--- src/sv/smm_pkg.sv ---
// ----------------------------------------------------------------------------
// smm_pkg: shared types and constants for the square matrix multiplier
// Element width, default matrix size and the controller-to-datapath command.
// ----------------------------------------------------------------------------
package smm_pkg;

    localparam int DATA_W      = 32;  // element and product width
    localparam int IDX_OUT_W   = 2;   // row / column field width on the output
    localparam int DEFAULT_DIM = 3;

    // command from the controller to the datapath
    typedef struct packed {
        logic wr_left;   // write s_tdata into the left store
        logic wr_right;  // write s_tdata into the right store
        logic rd_en;     // read one left/right pair for the MAC pipe
        logic rd_first;  // first term of a dot product
        logic rd_last;   // final term of a dot product
    } cmd_t;

endpackage

--- src/sv/smm_datapath.sv ---
// ----------------------------------------------------------------------------
// smm_datapath: element stores and multiply-accumulate pipe
// Two element memories, a registered read, a multiply stage and an
// accumulator that raises sum_valid when a dot product is complete.
// ----------------------------------------------------------------------------
module smm_datapath #(
    parameter int DIM = 3
) (
    input  logic                        aclk,
    input  logic                        aresetn,
    input  smm_pkg::cmd_t               cmd,
    input  logic [((DIM*DIM > 1) ? $clog2(DIM*DIM) : 1)-1:0] wr_addr,
    input  logic [((DIM*DIM > 1) ? $clog2(DIM*DIM) : 1)-1:0] rd_left_addr,
    input  logic [((DIM*DIM > 1) ? $clog2(DIM*DIM) : 1)-1:0] rd_right_addr,
    input  logic [smm_pkg::DATA_W-1:0]  wr_data,
    output logic                        sum_valid,
    output logic [smm_pkg::DATA_W-1:0]  sum
);
    import smm_pkg::*;

    localparam int CELLS  = DIM * DIM;

    logic [DATA_W-1:0] left_mem  [CELLS];
    logic [DATA_W-1:0] right_mem [CELLS];

    logic [DATA_W-1:0] rd_left_reg, rd_right_reg;
    logic              rd_v_reg, rd_first_reg, rd_last_reg;
    logic [DATA_W-1:0] prod_reg;
    logic              prod_v_reg, prod_first_reg, prod_last_reg;
    logic [DATA_W-1:0] acc_reg, acc_next;
    logic              sum_v_reg;
    logic [DATA_W-1:0] mul_low;

    // memories: one write port, one registered read port each
    always_ff @(posedge aclk) begin
        if (cmd.wr_left) begin
            left_mem[wr_addr] <= wr_data;
        end
        if (cmd.wr_right) begin
            right_mem[wr_addr] <= wr_data;
        end
        if (cmd.rd_en) begin
            rd_left_reg  <= left_mem[rd_left_addr];
            rd_right_reg <= right_mem[rd_right_addr];
        end
    end

    // low half only: wraps the same for signed and unsigned operands
    assign mul_low = DATA_W'(rd_left_reg * rd_right_reg);

    always_ff @(posedge aclk) begin
        if (rd_v_reg) begin
            prod_reg <= mul_low;
        end
        if (prod_v_reg) begin
            acc_reg <= acc_next;
        end
    end

    assign acc_next = prod_first_reg ? prod_reg : DATA_W'(acc_reg + prod_reg);

    always_ff @(posedge aclk) begin
        if (!aresetn) begin
            rd_v_reg       <= 1'b0;
            rd_first_reg   <= 1'b0;
            rd_last_reg    <= 1'b0;
            prod_v_reg     <= 1'b0;
            prod_first_reg <= 1'b0;
            prod_last_reg  <= 1'b0;
            sum_v_reg      <= 1'b0;
        end else begin
            rd_v_reg       <= cmd.rd_en;
            rd_first_reg   <= cmd.rd_first;
            rd_last_reg    <= cmd.rd_last;
            prod_v_reg     <= rd_v_reg;
            prod_first_reg <= rd_first_reg;
            prod_last_reg  <= rd_last_reg;
            sum_v_reg      <= prod_v_reg & prod_last_reg;
        end
    end

    assign sum_valid = sum_v_reg;
    assign sum       = acc_reg;

endmodule

--- src/sv/smm_controller.sv ---
// ----------------------------------------------------------------------------
// smm_controller: load and compute sequencer
// Counts incoming beats into the two stores, then walks every product
// element, issuing DIM reads per element and presenting each sum on m_*.
// ----------------------------------------------------------------------------
module smm_controller #(
    parameter int DIM = 3
) (
    input  logic                        aclk,
    input  logic                        aresetn,
    input  logic                        s_tvalid,
    output logic                        s_tready,
    output logic                        m_tvalid,
    input  logic                        m_tready,
    output logic [smm_pkg::IDX_OUT_W-1:0] out_row,
    output logic [smm_pkg::IDX_OUT_W-1:0] out_column,
    output logic                        out_last,
    output smm_pkg::cmd_t               cmd,
    output logic [((DIM*DIM > 1) ? $clog2(DIM*DIM) : 1)-1:0] wr_addr,
    output logic [((DIM*DIM > 1) ? $clog2(DIM*DIM) : 1)-1:0] rd_left_addr,
    output logic [((DIM*DIM > 1) ? $clog2(DIM*DIM) : 1)-1:0] rd_right_addr,
    input  logic                        sum_valid
);
    import smm_pkg::*;

    localparam int CELLS  = DIM * DIM;
    localparam int ADDR_W = (CELLS > 1) ? $clog2(CELLS) : 1;
    localparam int CNT_W  = $clog2(2 * CELLS);
    localparam int DIM_W  = (DIM > 1) ? $clog2(DIM) : 1;

    localparam logic [CNT_W-1:0]  CNT_CELLS = CNT_W'(CELLS);
    localparam logic [CNT_W-1:0]  CNT_LAST  = CNT_W'(2 * CELLS - 1);
    localparam logic [DIM_W-1:0]  IDX_LAST  = DIM_W'(DIM - 1);
    localparam logic [ADDR_W-1:0] ADDR_DIM  = ADDR_W'(DIM);

    localparam logic [1:0] ST_LOAD  = 2'd0;
    localparam logic [1:0] ST_ISSUE = 2'd1;
    localparam logic [1:0] ST_WAIT  = 2'd2;
    localparam logic [1:0] ST_OUT   = 2'd3;

    logic [1:0]        state_reg, state_next;
    logic [CNT_W-1:0]  load_cnt_reg, load_cnt_next;
    logic [DIM_W-1:0]  r_reg, r_next, c_reg, c_next, k_reg, k_next;
    logic [ADDR_W-1:0] rbase_reg, rbase_next;
    logic [ADDR_W-1:0] laddr_reg, laddr_next, raddr_reg, raddr_next;
    logic              s_beat, m_beat, is_left, final_elem;

    assign s_tready   = (state_reg == ST_LOAD);
    assign m_tvalid   = (state_reg == ST_OUT);
    assign s_beat     = s_tvalid & s_tready;
    assign m_beat     = m_tvalid & m_tready;
    assign is_left    = (load_cnt_reg < CNT_CELLS);
    assign final_elem = (r_reg == IDX_LAST) && (c_reg == IDX_LAST);

    assign wr_addr = is_left ? ADDR_W'(load_cnt_reg) : ADDR_W'(load_cnt_reg - CNT_CELLS);
    assign rd_left_addr  = laddr_reg;
    assign rd_right_addr = raddr_reg;

    assign cmd.wr_left  = s_beat & is_left;
    assign cmd.wr_right = s_beat & ~is_left;
    assign cmd.rd_en    = (state_reg == ST_ISSUE);
    assign cmd.rd_first = (state_reg == ST_ISSUE) && (k_reg == '0);
    assign cmd.rd_last  = (state_reg == ST_ISSUE) && (k_reg == IDX_LAST);

    assign out_row    = IDX_OUT_W'(r_reg);
    assign out_column = IDX_OUT_W'(c_reg);
    assign out_last   = final_elem;

    always_comb begin
        state_next    = state_reg;
        load_cnt_next = load_cnt_reg;
        r_next        = r_reg;
        c_next        = c_reg;
        k_next        = k_reg;
        rbase_next    = rbase_reg;
        laddr_next    = laddr_reg;
        raddr_next    = raddr_reg;
        unique case (state_reg)
            ST_LOAD: begin
                if (s_beat) begin
                    if (load_cnt_reg == CNT_LAST) begin
                        load_cnt_next = '0;
                        state_next    = ST_ISSUE;
                        r_next        = '0;
                        c_next        = '0;
                        k_next        = '0;
                        rbase_next    = '0;
                        laddr_next    = '0;
                        raddr_next    = '0;
                    end else begin
                        load_cnt_next = CNT_W'(load_cnt_reg + 1'b1);
                    end
                end
            end
            ST_ISSUE: begin
                if (k_reg == IDX_LAST) begin
                    k_next     = '0;
                    state_next = ST_WAIT;
                end else begin
                    k_next     = DIM_W'(k_reg + 1'b1);
                    laddr_next = ADDR_W'(laddr_reg + 1'b1);
                    raddr_next = ADDR_W'(raddr_reg + ADDR_DIM);
                end
            end
            ST_WAIT: begin
                if (sum_valid) begin
                    state_next = ST_OUT;
                end
            end
            ST_OUT: begin
                if (m_beat) begin
                    if (final_elem) begin
                        state_next = ST_LOAD;
                    end else if (c_reg == IDX_LAST) begin
                        state_next = ST_ISSUE;
                        c_next     = '0;
                        r_next     = DIM_W'(r_reg + 1'b1);
                        rbase_next = ADDR_W'(rbase_reg + ADDR_DIM);
                        laddr_next = ADDR_W'(rbase_reg + ADDR_DIM);
                        raddr_next = '0;
                    end else begin
                        state_next = ST_ISSUE;
                        c_next     = DIM_W'(c_reg + 1'b1);
                        laddr_next = rbase_reg;
                        raddr_next = ADDR_W'(c_reg + 1'b1);
                    end
                end
            end
            default: state_next = ST_LOAD;
        endcase
    end

    always_ff @(posedge aclk) begin
        if (!aresetn) begin
            state_reg    <= ST_LOAD;
            load_cnt_reg <= '0;
            r_reg        <= '0;
            c_reg        <= '0;
            k_reg        <= '0;
            rbase_reg    <= '0;
            laddr_reg    <= '0;
            raddr_reg    <= '0;
        end else begin
            state_reg    <= state_next;
            load_cnt_reg <= load_cnt_next;
            r_reg        <= r_next;
            c_reg        <= c_next;
            k_reg        <= k_next;
            rbase_reg    <= rbase_next;
            laddr_reg    <= laddr_next;
            raddr_reg    <= raddr_next;
        end
    end

endmodule

--- src/sv/square_matrix_multiply.sv ---
// ----------------------------------------------------------------------------
// square_matrix_multiply: DIM x DIM integer matrix product
// Loads a left and a right matrix beat by beat, then streams out the product.
// ----------------------------------------------------------------------------
// Usage:
//   s_* carries one 32-bit element per beat: DIM*DIM left elements, then
//   DIM*DIM right elements, both row-major. Loading takes one beat a cycle.
//   After the last right element, s_tready drops and the block walks the
//   product in row-major order. Each product element issues DIM store reads
//   on the shared multiply-accumulate pipe, passes the read, multiply and
//   accumulate registers, then waits for its beat on m_*; the next element's
//   reads start only once the current one is taken.
//   m_tdata holds the wrapped 32-bit sum, m_tuser its row and column, and
//   m_tlast marks the final element. A stalled m_tready simply holds the
//   current element and the sequencer waits; nothing is lost.
//   s_tready returns high the cycle after the final beat on m_* is taken.
//   Reset (aresetn low, synchronous) empties the pipe and restarts loading
//   at the first left element; store contents are not cleared.
// ----------------------------------------------------------------------------
module square_matrix_multiply #(
    parameter int DIM = smm_pkg::DEFAULT_DIM
) (
    input  logic                         aclk,
    input  logic                         aresetn,
    input  logic                         s_tvalid,
    output logic                         s_tready,
    input  logic [smm_pkg::DATA_W-1:0]   s_tdata,   // [31:0] element
    output logic                         m_tvalid,
    input  logic                         m_tready,
    output logic [smm_pkg::DATA_W-1:0]   m_tdata,   // [31:0] product_element
    output logic [2*smm_pkg::IDX_OUT_W-1:0] m_tuser, // [1:0] row, [3:2] column
    output logic                         m_tlast
);
    import smm_pkg::*;

    localparam int CELLS  = DIM * DIM;
    localparam int ADDR_W = (CELLS > 1) ? $clog2(CELLS) : 1;

    cmd_t                  cmd;
    logic [ADDR_W-1:0]     wr_addr, rd_left_addr, rd_right_addr;
    logic                  sum_valid;
    logic [IDX_OUT_W-1:0]  out_row, out_column;

    smm_controller #(
        .DIM (DIM)
    ) u_ctrl (
        .aclk          (aclk),
        .aresetn       (aresetn),
        .s_tvalid      (s_tvalid),
        .s_tready      (s_tready),
        .m_tvalid      (m_tvalid),
        .m_tready      (m_tready),
        .out_row       (out_row),
        .out_column    (out_column),
        .out_last      (m_tlast),
        .cmd           (cmd),
        .wr_addr       (wr_addr),
        .rd_left_addr  (rd_left_addr),
        .rd_right_addr (rd_right_addr),
        .sum_valid     (sum_valid)
    );

    smm_datapath #(
        .DIM (DIM)
    ) u_dp (
        .aclk          (aclk),
        .aresetn       (aresetn),
        .cmd           (cmd),
        .wr_addr       (wr_addr),
        .rd_left_addr  (rd_left_addr),
        .rd_right_addr (rd_right_addr),
        .wr_data       (s_tdata),
        .sum_valid     (sum_valid),
        .sum           (m_tdata)
    );

    assign m_tuser = {out_column, out_row};

endmodule

--- config.mk ---
export PLATFORM = sky130hd
export DESIGN_NAME = square_matrix_multiply
export DESIGN_NICKNAME = d
export VERILOG_FILES = /design/src/sv/smm_pkg.sv /design/src/sv/smm_datapath.sv /design/src/sv/smm_controller.sv /design/src/sv/square_matrix_multiply.sv
export SDC_FILE = /design/constraint.sdc
export NUM_CORES = 2
export LEC_CHECK = 0
export ABC_AREA = 1
export BUFFER_PORTS_ARGS = -buffer_cell sky130_fd_sc_hd__buf_2
export CAP_MARGIN = 15
export CORE_MARGIN = 5
export CORE_UTILIZATION = 45
export CTS_CLUSTER_SIZE = 16
export DETAILED_ROUTE_END_ITERATION = 16
export PLACE_DENSITY = 0.59
export SLEW_MARGIN = 20
export SYNTH_ARGS = -nofsm -noshare
export SYNTH_HDL_FRONTEND = slang
export SYNTH_HIERARCHICAL = 1
export SYNTH_SLANG_ARGS = --single-unit
--- constraint.sdc ---
create_clock -name aclk -period 8.8 [get_ports aclk]
set_input_delay 0.88 -clock aclk [delete_from_list [all_inputs] [get_ports aclk]]
set_output_delay 0.88 -clock aclk [all_outputs]
set_load 0.05 [all_outputs]
==> impl_results.md <==
- Final period util: 0.8245
- Die Area: 0.1119 sq mm
- FILL cells: 9546
- Worst path required time: 9.22 ns
- TritonCTS clock tree: built
- Slew Viols, Final: 0
- Largest net degree at the start of global routing: 140
- Initial antenna violation count: 9
- Pre-Repair DR Iteration Count: 6
- Vias in the first global route: 31750
- Final setup violation count: 0
- First-pass GRT wire length: 189600 um
- Post-route clock skew: 0.03416 ns
- First-iteration detailed-routing DRC count: 2466
- Top Registers: u_dp/left_mem: 288 flops, u_dp/right_mem: 288 flops
- Final Hold Fails: 0
- Post-synth EDFFs: 704
- CP max FO: 23
- Max_cap viols: 0
- Routed len/inst: 20.08 um
- Post-CTS setup buffer count: 0
- NumNets Final: 5266
- Clock-pin slew on the worst setup and hold paths: 0.06 ns
- Setup TNS: 0 ns
- IO Pins: 75
- Cts bufs inserted: 79
- Max Freq: 137.8 MHz
- Clk_lat worst skew: 0.67 ns
- H-tree levels: 3
- HPWL after DPL: 82220 um
- Post-CTS Resized: 0
- Worst min-delay path category: register to register
- Post-synth top flop: edfxtp_1
- Routability cong.: 0.8714
- Final worst slack: 1.545 ns
- P_leak: 22.79 nW
- Clock share of power: 0.448
- Int Pwr: 0.005724 W
- Combinational power share: 0.017
- Post-synthesis cell area: 0.04741 sq mm
- Peak VDD IR: 197.4 uV
- Crit Path Class: register to register
- Layout cells sized above 1: 0.06677
- FP Rows: 119
- Critical Path End Type: register
- Crit path DAT: 7.68 ns
- Status: finished clean
- Die Y: 334.6 um
- Clock Path Buffers: 3
- CP startpoint kind: register
- Post-synthesis sequential area ratio: 0.4594
- Vias: 31650
- Switching part of the total: 0.2074
- Area growth syn-to-layout: 9.126%
- RSZ-0062 raised after global routing: false
- Hold_buf cts: 0
- Distinct cells, synth: 60
- Root Buffer: clkbuf_16
- Pwr Density: 139.6 mW/mm^2
- Sequential power share: 0.535
- DRC viols: 0
- Routed WL: 122700 um
- Die Width: 334.6 um
- Synth async-reset ratio: 0
- Finished Core Util: 0.4929
- Detail Route Antenna Nets: 0
- Max-slew headroom: 0.2187
- Synth Net Count: 5266
- Crit path time final: 7.255 ns
- Syn avg cell area: 10.19 sq um
- Total gr overflow: 0
- Synth Instances: 4654
- NetSw: 0.001498 W
- Synth warn: 6
- Initial core utilization: 0.4517
- Port Buffers: 74
- Yosys reg bits: 736
- Gr usage total: 0.2196
- Vias per cell: 5.180
- Worst Max-Slew Pin Slew: 1.172 ns
- Total core area: 0.1050 sq mm
- Worst slack, placed: 1.548 ns
- CTS Sinks: 736
power groups by stage:
stage	logic [W]	registers (W)	clock network [W]
5_1_grt	0.000134	0.00386	0.00345
3_5_place_dp	0.000122	0.00394	0
2_1_floorplan	0.0000441	0.00394	0
4_1_cts	0.000122	0.00386	0.00331
3_3_place_gp	0.000120	0.00394	0
6_report	0.000121	0.00386	0.00324
cells in the mapped netlist, types with 3 or more instances:
cell	n	area, sq um
clkbuf_2	5	25.02
o21ai_0	184	920.9
buf_4	10	75.07
nand4_1	17	106.4
o31ai_1	3	22.52
dfxtp_1	32	640.6
o21ai_1	4	20.02
a221oi_1	4	35.03
a21oi_2	4	35.03
nor4_1	3	18.77
buf_1	28	105.1
ha_1	167	2090
xor2_1	31	271.5
nor2_2	3	18.77
nor3_1	14	70.07
edfxtp_1	704	21140
o21ai_2	3	26.28
nand2_1	1034	3881
nand2_2	6	37.54
a21o_1	6	45.04
or2_2	8	50.05
xnor2_1	16	140.1
fa_1	409	8188
inv_2	8	30.03
a21boi_0	3	22.52
nor2_1	138	518.0
o21bai_1	10	75.07
clkinv_1	3	11.26
nand3b_1	14	105.1
o211ai_1	130	975.9
a21oi_1	203	1016
buf_2	37	185.2
inv_1	967	3630
clkbuf_1	131	491.7
nand3_1	148	740.7
a31oi_1	7	43.79
mux2i_1	128	1281
logic make-up (layout without fill, tap and decap cells):
family	Yosys count	count (layout)	share of synthesized area
AOI/OAI and AO/OA	578	578	0.07184
xor gates and xnor gates	48	48	0.009026
adders and majority gates	576	576	0.2168
buffers and inverters	1190	1254	0.09646
DFF	736	736	0.4594
muxes	128	128	0.02702
other	0	1	0
and+or+nand+nor	1398	1398	0.1195
final timing paths:
path / slack, ns / start / to / depth (start not counted)
worst max-delay path: 1.54 / u_dp/rd_right_reg[9] / u_dp/prod_reg[31] / 21
worst min-delay path: 0.41 / u_dp/rd_first_reg / u_dp/prod_first_reg / 2
worst max register to register: 1.54 / u_dp/rd_right_reg[9] / u_dp/prod_reg[31] / 21
worst min register to register: 0.41 / u_dp/rd_first_reg / u_dp/prod_first_reg / 2
metal layers:
layer / GRT usage / part of all wire / vias to the layer above / wire length [um]
met4: 0.05340 / 0.022 / 2 / 2703
li1: - / - / 14870 / -
met3: 0.02681 / 0.051 / 173 / 6212
met5: 0 / 0.00016 / - / 20
met1: 0.2991 / 0.43 / 15810 / 53020
met2: 0.3787 / 0.49 / 787 / 60710
placed cells by master, fill, tap and decap left out, drive strengths merged, types with 4 or more instances in the layout:
cell,count
nor3,15
a21o,6
nand2,1042
clkbuf,99
clkinv,37
a21boi,5
ha,167
a221oi,4
nor2,142
nand3b,14
mux2i,128
a21oi,208
nand4,17
edfxtp,704
buf,131
fa,409
dfxtp,32
a31oi,7
or2,11
xnor2,17
xor2,31
inv,982
o21ai,191
o21bai,12
nand3,150
o211ai,130
bufinv,5
per-stage QoR:
| stage | power (W) | instances | area [sq um] | hold WS [ns] |
|---|---|---|---|---|
| after CTS | 0.007292 | 6109 | 51730 | 0.4173 |
| after detailed placement | 0.004059 | 5964 | 49220 | 0.4032 |
| after global placement | 0.004057 | 5964 | 49220 | 0.3952 |
| after floorplan | 0.003983 | 4654 | 47410 | 0.3900 |
| after global routing | 0.007445 | 6109 | 51730 | 0.4350 |
| final | 0.007222 | 6110 | 51740 | 0.4131 |
critical path, stage by stage (launching register included):
cell and delay (ns):
edfxtp_1 1.12, nand2_1 0.18, fa_1 0.55, inv_1 0.06
fa_1 0.54, inv_1 0.06, fa_1 0.55, inv_1 0.06
fa_1 0.50, inv_1 0.06, fa_1 0.53, inv_1 0.05
fa_1 0.47, fa_1 0.55, fa_1 0.42, ha_1 0.36
a21oi_1 0.25, o21ai_0 0.16, a221oi_1 0.28, nand2_1 0.13
nand3_1 0.10, nand2_1 0.06
area by class of cell:
type | count | area, sq um | area share
sequential | 736 | 21790 | 0.4212
antenna | 1 | 2.502 | 0.00004837
clock inverter | 46 | 445.4 | 0.008609
multi-input combinational | 2728 | 21200 | 0.4098
timing repair buffer | 131 | 810.8 | 0.01567
clock buffer | 99 | 2072 | 0.04005
inverter | 978 | 3671 | 0.07096
tap | 1391 | 1740 | 0.03364
Power figures use the tool's default switching activity.
